--- src/rtl/tapt_pkg.sv ---
// ----------------------------------------------------------------------------
// tapt_pkg
// Shared types and constants of the two-axis incremental PI tracker.
// ----------------------------------------------------------------------------
package tapt_pkg;

  localparam int BallXW = 9;
  localparam int BallYW = 8;
  localparam int GoalW  = 12;
  localparam int GainW  = 16;
  localparam int ErrW   = 10;
  localparam int ProdW  = GainW + ErrW + 1;
  localparam int CfgIdxW  = 3;
  localparam int CfgDataW = 16;

  localparam int GoalCenter = 2048;
  localparam int XMax = 1000;
  localparam int XMin = -1000;
  localparam int YMax = 200;
  localparam int YMin = -900;

  typedef enum logic [CfgIdxW-1:0] {
    CFG_REF_X       = 3'd0,
    CFG_REF_Y       = 3'd1,
    CFG_GAIN_CUR_X  = 3'd2,
    CFG_GAIN_PREV_X = 3'd3,
    CFG_GAIN_CUR_Y  = 3'd4,
    CFG_GAIN_PREV_Y = 3'd5
  } cfg_idx_e;

  typedef logic signed [ErrW-1:0]  err_t;
  typedef logic signed [ProdW-1:0] prod_t;

endpackage

--- src/rtl/tapt_in_if.sv ---
// ----------------------------------------------------------------------------
// tapt_in_if
// Input channel: one item is a sampling tick or a disable request.
// ----------------------------------------------------------------------------
interface tapt_in_if;
  logic                        valid;
  logic                        ready;
  logic                        func;
  logic [tapt_pkg::BallXW-1:0] ball_x;
  logic [tapt_pkg::BallYW-1:0] ball_y;

  modport source (output valid, output func, output ball_x, output ball_y, input ready);
  modport sink   (input valid, input func, input ball_x, input ball_y, output ready);
endinterface

--- src/rtl/tapt_out_if.sv ---
// ----------------------------------------------------------------------------
// tapt_out_if
// Output channel: one item carries the pan and tilt servo goals.
// ----------------------------------------------------------------------------
interface tapt_out_if;
  logic                       valid;
  logic                       ready;
  logic [tapt_pkg::GoalW-1:0] pan_goal;
  logic [tapt_pkg::GoalW-1:0] tilt_goal;

  modport source (output valid, output pan_goal, output tilt_goal, input ready);
  modport sink   (input valid, input pan_goal, input tilt_goal, output ready);
endinterface

--- src/rtl/two_axis_incremental_pi_tracker.sv ---
// ----------------------------------------------------------------------------
// two_axis_incremental_pi_tracker
// Pan/tilt tracker built from two velocity-form PI loops with clamped commands.
// ----------------------------------------------------------------------------
// The block accepts one item per clock cycle while the output is not stalled. The
// servo goals of a sampling tick pass from the input register, which holds the
// errors, to the result register: the gain products, the clamped command update
// and the goal subtraction run in one pass between them. A disable item clears
// both commands and produces no output item. One item is held in the input
// register while the output item waits to be taken.
module two_axis_incremental_pi_tracker #(
  parameter int FRAC_BITS = 8
) (
  input  logic                          clk_i,
  input  logic                          rst_ni,
  input  logic                          cfg_we_i,
  input  logic [tapt_pkg::CfgIdxW-1:0]  cfg_idx_i,
  input  logic [tapt_pkg::CfgDataW-1:0] cfg_data_i,
  tapt_in_if.sink                       in_i,
  tapt_out_if.source                    out_o
);

  localparam int CmdW  = 11 + FRAC_BITS;
  localparam int SumW  = ((CmdW > tapt_pkg::ProdW) ? CmdW : tapt_pkg::ProdW) + 2;
  localparam int DiffW = 13 + FRAC_BITS;
  localparam int Unit  = 2 ** FRAC_BITS;

  localparam logic signed [SumW-1:0] XHi = SumW'(tapt_pkg::XMax * Unit);
  localparam logic signed [SumW-1:0] XLo = SumW'(tapt_pkg::XMin * Unit);
  localparam logic signed [SumW-1:0] YHi = SumW'(tapt_pkg::YMax * Unit);
  localparam logic signed [SumW-1:0] YLo = SumW'(tapt_pkg::YMin * Unit);
  localparam logic signed [DiffW-1:0] Center = DiffW'(tapt_pkg::GoalCenter * Unit);

  logic [tapt_pkg::BallXW-1:0] ref_x_q;
  logic [tapt_pkg::BallYW-1:0] ref_y_q;
  logic [tapt_pkg::GainW-1:0]  gain_cur_x_q, gain_prev_x_q, gain_cur_y_q, gain_prev_y_q;

  tapt_pkg::err_t last_err_x_q, last_err_y_q;
  tapt_pkg::err_t err_x_d, err_y_d;

  logic           s1_v_q, s1_func_q;
  tapt_pkg::err_t s1_err_x_q, s1_perr_x_q, s1_err_y_q, s1_perr_y_q;

  tapt_pkg::prod_t px_d, qx_d, py_d, qy_d;

  logic signed [CmdW-1:0] cmd_x_q, cmd_y_q, cmd_x_d, cmd_y_d;
  logic signed [SumW-1:0] sum_x, sum_y;
  logic signed [DiffW-1:0] diff_x, diff_y;

  logic                       out_v_q;
  logic [tapt_pkg::GoalW-1:0] pan_q, tilt_q;

  logic out_free, s1_go, s1_free, in_acc;

  assign out_free = !out_v_q || out_o.ready;
  assign s1_go    = s1_v_q && (!s1_func_q || out_free);
  assign s1_free  = !s1_v_q || s1_go;
  assign in_acc   = in_i.valid && s1_free;

  assign in_i.ready      = s1_free;
  assign out_o.valid     = out_v_q;
  assign out_o.pan_goal  = pan_q;
  assign out_o.tilt_goal = tilt_q;

  always_ff @(posedge clk_i or negedge rst_ni) begin
    if (!rst_ni) begin
      ref_x_q       <= tapt_pkg::BallXW'(160);
      ref_y_q       <= tapt_pkg::BallYW'(120);
      gain_cur_x_q  <= tapt_pkg::GainW'(8615);
      gain_prev_x_q <= tapt_pkg::GainW'(82);
      gain_cur_y_q  <= tapt_pkg::GainW'(8650);
      gain_prev_y_q <= tapt_pkg::GainW'(109);
    end else if (cfg_we_i) begin
      unique case (tapt_pkg::cfg_idx_e'(cfg_idx_i))
        tapt_pkg::CFG_REF_X:       ref_x_q       <= cfg_data_i[tapt_pkg::BallXW-1:0];
        tapt_pkg::CFG_REF_Y:       ref_y_q       <= cfg_data_i[tapt_pkg::BallYW-1:0];
        tapt_pkg::CFG_GAIN_CUR_X:  gain_cur_x_q  <= cfg_data_i;
        tapt_pkg::CFG_GAIN_PREV_X: gain_prev_x_q <= cfg_data_i;
        tapt_pkg::CFG_GAIN_CUR_Y:  gain_cur_y_q  <= cfg_data_i;
        tapt_pkg::CFG_GAIN_PREV_Y: gain_prev_y_q <= cfg_data_i;
        default: ;
      endcase
    end
  end

  assign err_x_d = $signed({1'b0, in_i.ball_x}) - $signed({1'b0, ref_x_q});
  assign err_y_d = $signed({2'b00, in_i.ball_y}) - $signed({2'b00, ref_y_q});

  // The previous error of a tick is the error of the last tick before it,
  // whatever disable items came in between.
  always_ff @(posedge clk_i or negedge rst_ni) begin
    if (!rst_ni) begin
      s1_v_q       <= 1'b0;
      last_err_x_q <= '0;
      last_err_y_q <= '0;
    end else begin
      if (s1_free) begin
        s1_v_q <= in_i.valid;
      end
      if (in_acc && in_i.func) begin
        last_err_x_q <= err_x_d;
        last_err_y_q <= err_y_d;
      end
    end
  end

  always_ff @(posedge clk_i) begin
    if (in_acc) begin
      s1_func_q   <= in_i.func;
      s1_err_x_q  <= err_x_d;
      s1_err_y_q  <= err_y_d;
      s1_perr_x_q <= last_err_x_q;
      s1_perr_y_q <= last_err_y_q;
    end
  end

  assign px_d = $signed({1'b0, gain_cur_x_q})  * s1_err_x_q;
  assign qx_d = $signed({1'b0, gain_prev_x_q}) * s1_perr_x_q;
  assign py_d = $signed({1'b0, gain_cur_y_q})  * s1_err_y_q;
  assign qy_d = $signed({1'b0, gain_prev_y_q}) * s1_perr_y_q;

  always_comb begin
    sum_x = SumW'(cmd_x_q) + SumW'(px_d) - SumW'(qx_d);
    sum_y = SumW'(cmd_y_q) + SumW'(py_d) - SumW'(qy_d);
    priority if (sum_x > XHi) begin
      cmd_x_d = CmdW'(XHi);
    end else if (sum_x < XLo) begin
      cmd_x_d = CmdW'(XLo);
    end else begin
      cmd_x_d = CmdW'(sum_x);
    end
    priority if (sum_y > YHi) begin
      cmd_y_d = CmdW'(YHi);
    end else if (sum_y < YLo) begin
      cmd_y_d = CmdW'(YLo);
    end else begin
      cmd_y_d = CmdW'(sum_y);
    end
    diff_x = Center - DiffW'(cmd_x_d);
    diff_y = Center - DiffW'(cmd_y_d);
  end

  always_ff @(posedge clk_i or negedge rst_ni) begin
    if (!rst_ni) begin
      cmd_x_q <= '0;
      cmd_y_q <= '0;
      out_v_q <= 1'b0;
    end else begin
      if (s1_go) begin
        if (s1_func_q) begin
          cmd_x_q <= cmd_x_d;
          cmd_y_q <= cmd_y_d;
        end else begin
          cmd_x_q <= '0;
          cmd_y_q <= '0;
        end
      end
      if (s1_go && s1_func_q) begin
        out_v_q <= 1'b1;
      end else if (out_o.ready) begin
        out_v_q <= 1'b0;
      end
    end
  end

  always_ff @(posedge clk_i) begin
    if (s1_go && s1_func_q) begin
      pan_q  <= diff_x[FRAC_BITS +: tapt_pkg::GoalW];
      tilt_q <= diff_y[FRAC_BITS +: tapt_pkg::GoalW];
    end
  end

endmodule

--- src/flat_wrapper.sv ---
// flat-port wrapper written by rule: the top's interface ports become plain ports
module two_axis_incremental_pi_tracker_flat 
#(
  parameter int FRAC_BITS = 8
)
  (clk_i, rst_ni, cfg_we_i, cfg_idx_i, cfg_data_i, in_i_valid, in_i_func, in_i_ball_x, in_i_ball_y, in_i_ready, out_o_valid, out_o_pan_goal, out_o_tilt_goal, out_o_ready);
  tapt_in_if in_i_i ();
  tapt_out_if out_o_i ();
  input  logic clk_i;
  input  logic rst_ni;
  input  logic cfg_we_i;
  input  logic [tapt_pkg::CfgIdxW-1:0] cfg_idx_i;
  input  logic [tapt_pkg::CfgDataW-1:0] cfg_data_i;
  input wire logic [$bits(in_i_i.valid)-1:0] in_i_valid;
  input wire logic [$bits(in_i_i.func)-1:0] in_i_func;
  input wire logic [$bits(in_i_i.ball_x)-1:0] in_i_ball_x;
  input wire logic [$bits(in_i_i.ball_y)-1:0] in_i_ball_y;
  output wire logic [$bits(in_i_i.ready)-1:0] in_i_ready;
  output wire logic [$bits(out_o_i.valid)-1:0] out_o_valid;
  output wire logic [$bits(out_o_i.pan_goal)-1:0] out_o_pan_goal;
  output wire logic [$bits(out_o_i.tilt_goal)-1:0] out_o_tilt_goal;
  input wire logic [$bits(out_o_i.ready)-1:0] out_o_ready;
  assign in_i_i.valid = in_i_valid;
  assign in_i_i.func = in_i_func;
  assign in_i_i.ball_x = in_i_ball_x;
  assign in_i_i.ball_y = in_i_ball_y;
  assign in_i_ready = in_i_i.ready;
  assign out_o_valid = out_o_i.valid;
  assign out_o_pan_goal = out_o_i.pan_goal;
  assign out_o_tilt_goal = out_o_i.tilt_goal;
  assign out_o_i.ready = out_o_ready;
  two_axis_incremental_pi_tracker #(.FRAC_BITS(FRAC_BITS)) u_core (.clk_i(clk_i), .rst_ni(rst_ni), .cfg_we_i(cfg_we_i), .cfg_idx_i(cfg_idx_i), .cfg_data_i(cfg_data_i), .in_i(in_i_i), .out_o(out_o_i));
endmodule
--- config.mk ---
export PLATFORM = sky130hd
export DESIGN_NAME = two_axis_incremental_pi_tracker_flat
export DESIGN_NICKNAME = d
export VERILOG_FILES = /design/src/rtl/tapt_pkg.sv /design/src/rtl/tapt_in_if.sv /design/src/rtl/tapt_out_if.sv /design/src/rtl/two_axis_incremental_pi_tracker.sv /design/src/flat_wrapper.sv
export SDC_FILE = /design/constraint.sdc
export NUM_CORES = 2
export LEC_CHECK = 0
export BUFFER_PORTS_ARGS = -buffer_cell sky130_fd_sc_hd__buf_4
export CAP_MARGIN = 5
export CORE_UTILIZATION = 46
export DETAILED_ROUTE_END_ITERATION = 8
export GPL_TIMING_DRIVEN = 0
export PLACE_DENSITY = 0.65
export SETUP_SLACK_MARGIN = 0.4
export SYNTH_ARGS = -nofsm -noshare
export SYNTH_HDL_FRONTEND = slang
export SYNTH_SLANG_ARGS = --single-unit
export TNS_END_PERCENT = 1
--- constraint.sdc ---
create_clock -name clk_i -period 8.3 [get_ports clk_i]
set_clock_uncertainty 0.2 [all_clocks]
set_input_delay 1.66 -clock clk_i [delete_from_list [all_inputs] [get_ports clk_i]]
set_output_delay 1.66 -clock clk_i [all_outputs]
set_load 0.02 [all_outputs]
Yosys cells after proc, flatten, opt, wreduce, memory -nomap -nowiden
Cells that the tools add are included.
Widths: inputs -> output; s select.
{"block": "word_totals", "reg_bits": 203, "latchBits": 0, "ramBits": 0, "rom_bits": 0, "inputBits": 42, "out_inout_bits": 26, "elab_cells": 66, "mem_count": 0}
{"block": "classes", "addsub": 8, "mul": 4, "div": 0, "magnitude_cmp": 4, "eq_ne": 5, "n_shift": 0, "n_mux": 8, "n_bitwise": 0, "n_reduce_logical": 18}
{"cell": "$mux 19", "n": 6}
{"cell": "$lt 29x19->1 const B", "n": 2}
{"cell": "$sub 28x27->29", "n": 2}
{"cell": "$mul 17x10->27", "n": 2}
{"cell": "$mul 17x9->26", "n": 2}
{"cell": "$sub 20x19->20 const A", "n": 2}
{"cell": "$gt 29x17->1 const B", "n": 1}
{"cell": "$gt 29x19->1 const B", "n": 1}
{"cell": "$add 19x27->28", "n": 1}
{"cell": "$add 19x26->27", "n": 1}
{"cell": "$reduce_and 2->1", "n": 6}
{"cell": "$sub 9x9->10", "n": 1}
{"cell": "$sub 8x8->9", "n": 1}
{"cell": "$eq 3x2->1 const B", "n": 2}
{"cell": "$eq 3x3->1 const B", "n": 2}
{"cell": "$logic_and 1x1->1", "n": 4}
{"cell": "$eq 3x1->1 const B", "n": 1}
{"cell": "$logic_not 1->1", "n": 3}
{"cell": "$logic_not 3->1", "n": 1}
{"cell": "$logic_or 1x1->1", "n": 3}
{"cell": "$mux 1", "n": 2}
{"cell": "$reduce_bool 2->1", "n": 1}

Depth between registers and ports, before layout
{"block": "depth", "word_depth": 7, "ltp_mapped": 41, "mapped_depth_nobuf": 37}

Least setup slack after synthesis
No wires, ideal clock.
{"block": "synth_path", "path_kind": "flip-flop to flip-flop", "start": "reg u_core.gain_prev_y_q[2] (netlist bit)", "end": "reg u_core.tilt_q, in the netlist u_core.out_o.tilt_goal[10] (data pin)", "setup_time_ns": 0.254, "t_arrival_ns": 7.995, "required_time_ns": 7.846, "setup_slack_ns": -0.150, "stages_incl_launch_ff": 33, "n_path_buf": 3, "cell_sequence": "dfstp_2 -> clkbuf_1 -> nand2_1 -> fa_1 -> fa_1 -> inv_1 -> fa_1 -> fa_1 -> fa_1 -> ha_1 -> inv_1 -> o21ai_0 -> a21oi_1 -> o21ai_0 -> a2111oi_0 -> or3_1 -> o21ba_2 -> xor2_1 -> ha_1 -> a21oi_1 -> a21boi_0 -> o21a_1 -> o211ai_1 -> a22oi_1 -> or4b_2 -> nand3_1 -> and4_1 -> o211a_1 -> buf_2 -> nor2_1 -> buf_2 -> or2_0 -> o21a_1"}
{"block": "synth_between", "elab_chain_len": 6}
{"item": "from (decl)", "line_no": "two_axis_incremental_pi_tracker.sv:36", "source": "logic [tapt_pkg::GainW-1:0] gain_cur_x_q, gain_prev_x_q, gain_cur_y_q, gain_prev_y_q;"}
{"item": "from (signal assigned)", "line_no": "two_axis_incremental_pi_tracker.sv:72", "source": "gain_prev_y_q <= tapt_pkg::GainW'(109);"}
{"item": "from (signal assigned)", "line_no": "two_axis_incremental_pi_tracker.sv:80", "source": "tapt_pkg::CFG_GAIN_PREV_Y: gain_prev_y_q <= cfg_data_i;"}
{"item": "$mul 17x9->26 *", "line_no": "two_axis_incremental_pi_tracker.sv:120", "source": "assign qy_d = $signed({1'b0, gain_prev_y_q}) * s1_perr_y_q;"}
{"item": "$sub 28x27->29 *", "line_no": "two_axis_incremental_pi_tracker.sv:124", "source": "sum_y = SumW'(cmd_y_q) + SumW'(py_d) - SumW'(qy_d);"}
{"item": "$lt 29x19->1", "line_no": "two_axis_incremental_pi_tracker.sv:134", "source": "end else if (sum_y < YLo) begin"}
{"item": "$mux 19", "line_no": "two_axis_incremental_pi_tracker.sv:134"}
{"item": "$mux 19 *", "line_no": "two_axis_incremental_pi_tracker.sv:132", "source": "priority if (sum_y > YHi) begin"}
{"item": "$sub 20x19->20 *", "line_no": "two_axis_incremental_pi_tracker.sv:140", "source": "diff_y = Center - DiffW'(cmd_y_d);"}
{"item": "net u_core.diff_y[18]", "line_no": "two_axis_incremental_pi_tracker.sv:48", "source": "logic signed [DiffW-1:0] diff_x, diff_y;"}
{"item": "to (signal assigned)", "line_no": "two_axis_incremental_pi_tracker.sv:169", "source": "tilt_q <= diff_y[FRAC_BITS +: tapt_pkg::GoalW];"}
{"item": "to (decl)", "line_no": "two_axis_incremental_pi_tracker.sv:51", "source": "logic [tapt_pkg::GoalW-1:0] pan_q, tilt_q;"}
Mark *: on every way through the listed nets, which the timed path passes. The rest lies on a longest branch.
A chain may end at the register's enable or synchronous reset.

Worst setup path after layout
{"block": "layout_path", "start": "reg u_core.s1_err_y_q[6]", "end": "reg u_core.tilt_q, in the netlist u_core.out_o.tilt_goal[10] (data pin)"}
{"block": "layout_between", "elab_chain_len": 7}
{"item": "from (decl)", "line_no": "two_axis_incremental_pi_tracker.sv:42", "source": "tapt_pkg::err_t s1_err_x_q, s1_perr_x_q, s1_err_y_q, s1_perr_y_q;"}
{"item": "from (signal assigned)", "line_no": "two_axis_incremental_pi_tracker.sv:111", "source": "s1_err_y_q <= err_y_d;"}
{"item": "$mul 17x9->26 *", "line_no": "two_axis_incremental_pi_tracker.sv:119", "source": "assign py_d = $signed({1'b0, gain_cur_y_q}) * s1_err_y_q;"}
{"item": "$add 19x26->27 *", "line_no": "two_axis_incremental_pi_tracker.sv:124"}
{"item": "$sub 28x27->29 *", "line_no": "two_axis_incremental_pi_tracker.sv:124"}
{"item": "$lt 29x19->1", "line_no": "two_axis_incremental_pi_tracker.sv:134"}
{"item": "$mux 19", "line_no": "two_axis_incremental_pi_tracker.sv:134"}
{"item": "$mux 19 *", "line_no": "two_axis_incremental_pi_tracker.sv:132"}
{"item": "$sub 20x19->20 *", "line_no": "two_axis_incremental_pi_tracker.sv:140"}
{"item": "net u_core.diff_y[18]", "line_no": "two_axis_incremental_pi_tracker.sv:48"}
Marked as above.

==> impl_summary.txt <==
----------------------------------------------------
[STA]
  Max-slew headroom ... a little over a quarter
  Final Hold Vio Count ... 0
  Highest clock rate ... 119.0 MHz
  Total setup violations reported at the end of the flow ... 32
  Setup repair after global routing missed its margin ... true
  Shortest clock period the worst path allows after layout ... 8.406 ns
  Number of pins with negative max-slew slack in the final report ... 0
  Post-layout worst setup margin ... -0.1056 ns
  Slew of the pin with the lowest slew margin ... 1.093 ns
  Tcrit/Tclk final ... 101.3%

[Critical path]
  CP endpoint kind ... flip-flop
  Longest individual stage delay on the worst path ... 0.53 ns
  Most common cell type on the critical path ... sky130_fd_sc_hd__fa_1
  Setup Crit Path Kind ... flip-flop to flip-flop
  Worst path arrival time ... roughly 8.5 ns
  Worst-path cell with the longest stage delay ... sky130_fd_sc_hd__fa_1
  Startpoint types ... flip-flop
  Req. time, crit path ... 8.43 ns
  CP Max Fanout ... 10

[Floorplan]
  Floorplan row count ... 97
  Std-Cell Core Area ... ~70000 sq um
  Die area ... ~72000 sq um
  Width of the die ... around 270 um
  Initial Util ... a little under half
  Die Y-Extent ... between 200 and 300 um
  Number of primary I/O pins ... between 60 and 70

[Global routing]
  GRT Resource Usage Total ... approximately 25%
  Global route hottest layer ... met2
  Initial antenna violation count ... 3
  M3 GR Usage ... between 5 and 6%
  Vias in the first global route ... 25.33k
  M1 GR Usage ... 35.38%
  Maximum number of pins on one net before global-route repair ... 84
  Global-route congestion overflow total ... 0
  Met2 Usage GRT ... between 30 and 40%
  Global-route wire length before repair ... about 140000 um

[Route]
  DRC violation count after routing ... 0
  Via-to-Cell Ratio ... approximately 5.2
  Wire per inst ... roughly 18 um
  Overall routed net length ... 84980 um
  Iteration-0 DRC count of the detailed router ... approximately 1.4k
  Number of iterations in the first detailed-routing pass ... 5
  Via count ... about 24k
  Antenna Violating Nets Remaining ... 0

[Cells and area]
  Final layout net count ... between 4k and 5k
  Share of the core filled with cells ... ~54%
  Count of placed standard cells in the final layout, fillers left out ... 4666
  Relative area change from synthesis to final layout ... 15.35%
  Layout cell share with drive strength beyond 1 ... 16.72%
  Antenna diode count ... 0
  Number of fill cells ... about 6.3k

[Placement]
  Buffers added on ports ... 65
  Number of placed cells counting well taps ... ~4.5k
  Routability congestion estimate ... 0.9092
  Detailed-placement wirelength estimate ... 66560 um

[Hold path]
  Worst hold-check path type ... flip-flop to flip-flop

[Yosys]
  Sequential fraction of the synthesis area ... approximately 17%
  Number of enable flip-flop cells after synthesis ... 63
  Post-synthesis cell count ... around 3.5k
  Synthesized netlist net count ... 4374
  Flop and latch count out of synthesis ... between 200 and 250
  Count of distinct cell types in the synthesized netlist ... between 90 and 100
  Yosys warns ... 0
  Post-synthesis instance area ... around 33000 sq um
  Most used flip-flop cell after synthesis ... sky130_fd_sc_hd__dfrtp_1
  Average instance area after synthesis ... 9.414 sq um
  Ys async rst share ... about 69%

[Clocking]
  # hold bufs at CTS ... 0
  CTS tree ... done
  Deepest level of the CTS H-tree ... 1
  Clock slew seen by the registers of the worst setup and hold paths ... around 0.07 ns
  Latest clock arrival within the worst-skew pair ... between 0.5 and 0.6 ns
  Clock buffer depth ... 3
  Clock tree root buffer cell ... sky130_fd_sc_hd__clkbuf_16
  CTS Buf Count ... 27
  CTS Sinks ... approximately 200

[Flow run]
  Max-cap check violation count ... 0

[Run status]
  Outcome ... finished with violations
  Violations in the final reports ... negative setup slack

----------------------------------------------------
==> kinds of logic after synthesis <==
group                      Yosys count  share of synthesized area, %
and+or+nand+nor                    984                         15.14
buffers and inverters              883                         10.12
AOI/OAI and AO/OA                  376                         7.588
DFF                                203                         16.55
adders and majority gates          848                         44.85
xor gates and xnor gates           100                         2.670
other                                1                       0.01143
muxes                               89                         3.071
==> final cells by class <==
| cell class | instances | area [sq um] | share of cell area (%) |
|---|---|---|---|
| Multi-Input combinational cell | 2398 | 24990 | 66.06 |
| Sequential cell | 203 | 5429 | 14.35 |
| Inverter | 750 | 2815 | 7.441 |
| Timing Repair Buffer | 193 | 1569 | 4.147 |
| Tap cell | 940 | 1176 | 3.109 |
| Buffer | 133 | 953.4 | 2.520 |
| Clock buffer | 32 | 725.7 | 1.918 |
| Clock inverter | 17 | 172.7 | 0.4564 |
==> layout by cell type (no fill, tap or decap), drive strengths merged, types with 48 or more instances in the layout <==
cell type / n
a21o: 48
nor2: 98
clkbuf: 150
mux2: 84
o21ai: 90
and2: 253
xnor2: 61
inv: 754
ha: 302
a21oi: 83
fa: 546
edfxtp: 63
buf: 208
dfrtp: 113
nand2: 406
==> registers in the layout, indices dropped and copies added, names as in the netlist <==
register	cells
u_core.cmd_y_q	19
u_core.gain_prev_x_q	16
u_core.gain_cur_y_q	16
u_core.s1_perr_x_q	10
u_core.s1_err_y_q	9
u_core.out_o.tilt_goal	12
u_core.s1_perr_y_q	9
u_core.s1_v_q	1
u_core.cmd_x_q	19
u_core.last_err_x_q	10
u_core.last_err_y_q	9
u_core.ref_x_q	9
u_core.out_o.valid	1
u_core.s1_err_x_q	10
u_core.gain_cur_x_q	16
u_core.s1_func_q	1
u_core.out_o.pan_goal	12
u_core.ref_y_q	8
u_core.gain_prev_y_q	16
==> cells in the mapped netlist, drive strengths merged (23+ instances only) <==
library cell | count | area [sq um]
nand2b | 39 | 244.0
dfrtp | 113 | 2828
dfstp | 27 | 709.4
ha | 302 | 3779
nand2 | 406 | 1524
xnor2 | 61 | 534.3
and2 | 253 | 1585
nor2b | 39 | 251.5
nor2 | 98 | 377.9
clkbuf | 128 | 480.5
mux2 | 84 | 953.4
nor3 | 33 | 186.4
edfxtp | 63 | 1892
fa | 546 | 10930
a21oi | 83 | 415.4
a21o | 48 | 360.4
inv | 749 | 2811
nand3 | 23 | 115.1
xor2 | 39 | 341.6
o21ai | 90 | 450.4
==> path summary, 6_finish.rpt <==
check,to,depth (start not counted),slack [ns],startpoint
worst max-delay path,u_core.out_o.tilt_goal[10],35,-0.11,u_core.s1_err_y_q[6]
min in group asynchronous,u_core.cmd_x_q[10],1,0.80,rst_ni
worst min-delay path,u_core.s1_perr_x_q[7],0,0.24,u_core.last_err_x_q[7]
worst min register to register,u_core.s1_perr_x_q[7],0,0.24,u_core.last_err_x_q[7]
worst max register to register,u_core.out_o.tilt_goal[10],35,-0.11,u_core.s1_err_y_q[6]
max in group asynchronous,u_core.gain_cur_y_q[9],2,6.21,rst_ni
==> through the flow <==
step | worst slack (ns) | hold slack [ns] | setup TNS [ns] | instance area, sq um
finish | -0.1056 | 0.2355 | -1.136 | 37830
global route | -0.4464 | 0.2429 | -16.79 | 37830
CTS | -0.07957 | 0.2357 | -0.2944 | 37430
detailed placement | -1.040 | 0.2251 | -41.04 | 34830
global placement | -1.617 | 0.2233 | -49.72 | 34750
floorplan | 0.3816 | 0.2194 | 0 | 33090
==> worst max-delay path, delay by kind of cell (launching register included) <==
family | cells | cell delay [ns]
simple gates | 8 | 1.02
xor+xnor | 2 | 0.24
buf+inv | 7 | 0.88
flops | 1 | 0.51
fa+ha+maj | 7 | 3.11
compound gates | 11 | 2.18
==> metal layers <==
| metal | part of all wire [%] | vias up |
|---|---|---|
| met4 | 2.2 | 2 |
| met3 | 7.9 | 115 |
| met2 | 45 | 653 |
| met1 | 45 | 12350 |
| li1 | - | 11280 |
| met5 | 0.024 | - |
==> what timing repair did <==
item,4_1_cts,5_1_grt
endpoints found under the setup margin,62,62
setup buffers,108,14
gates resized for setup,228,83
pin swaps,95,52
gates cloned,2,0
Power is not shown: default switching activity piles up to over one toggle a cycle in this logic, so the estimate is an artifact.
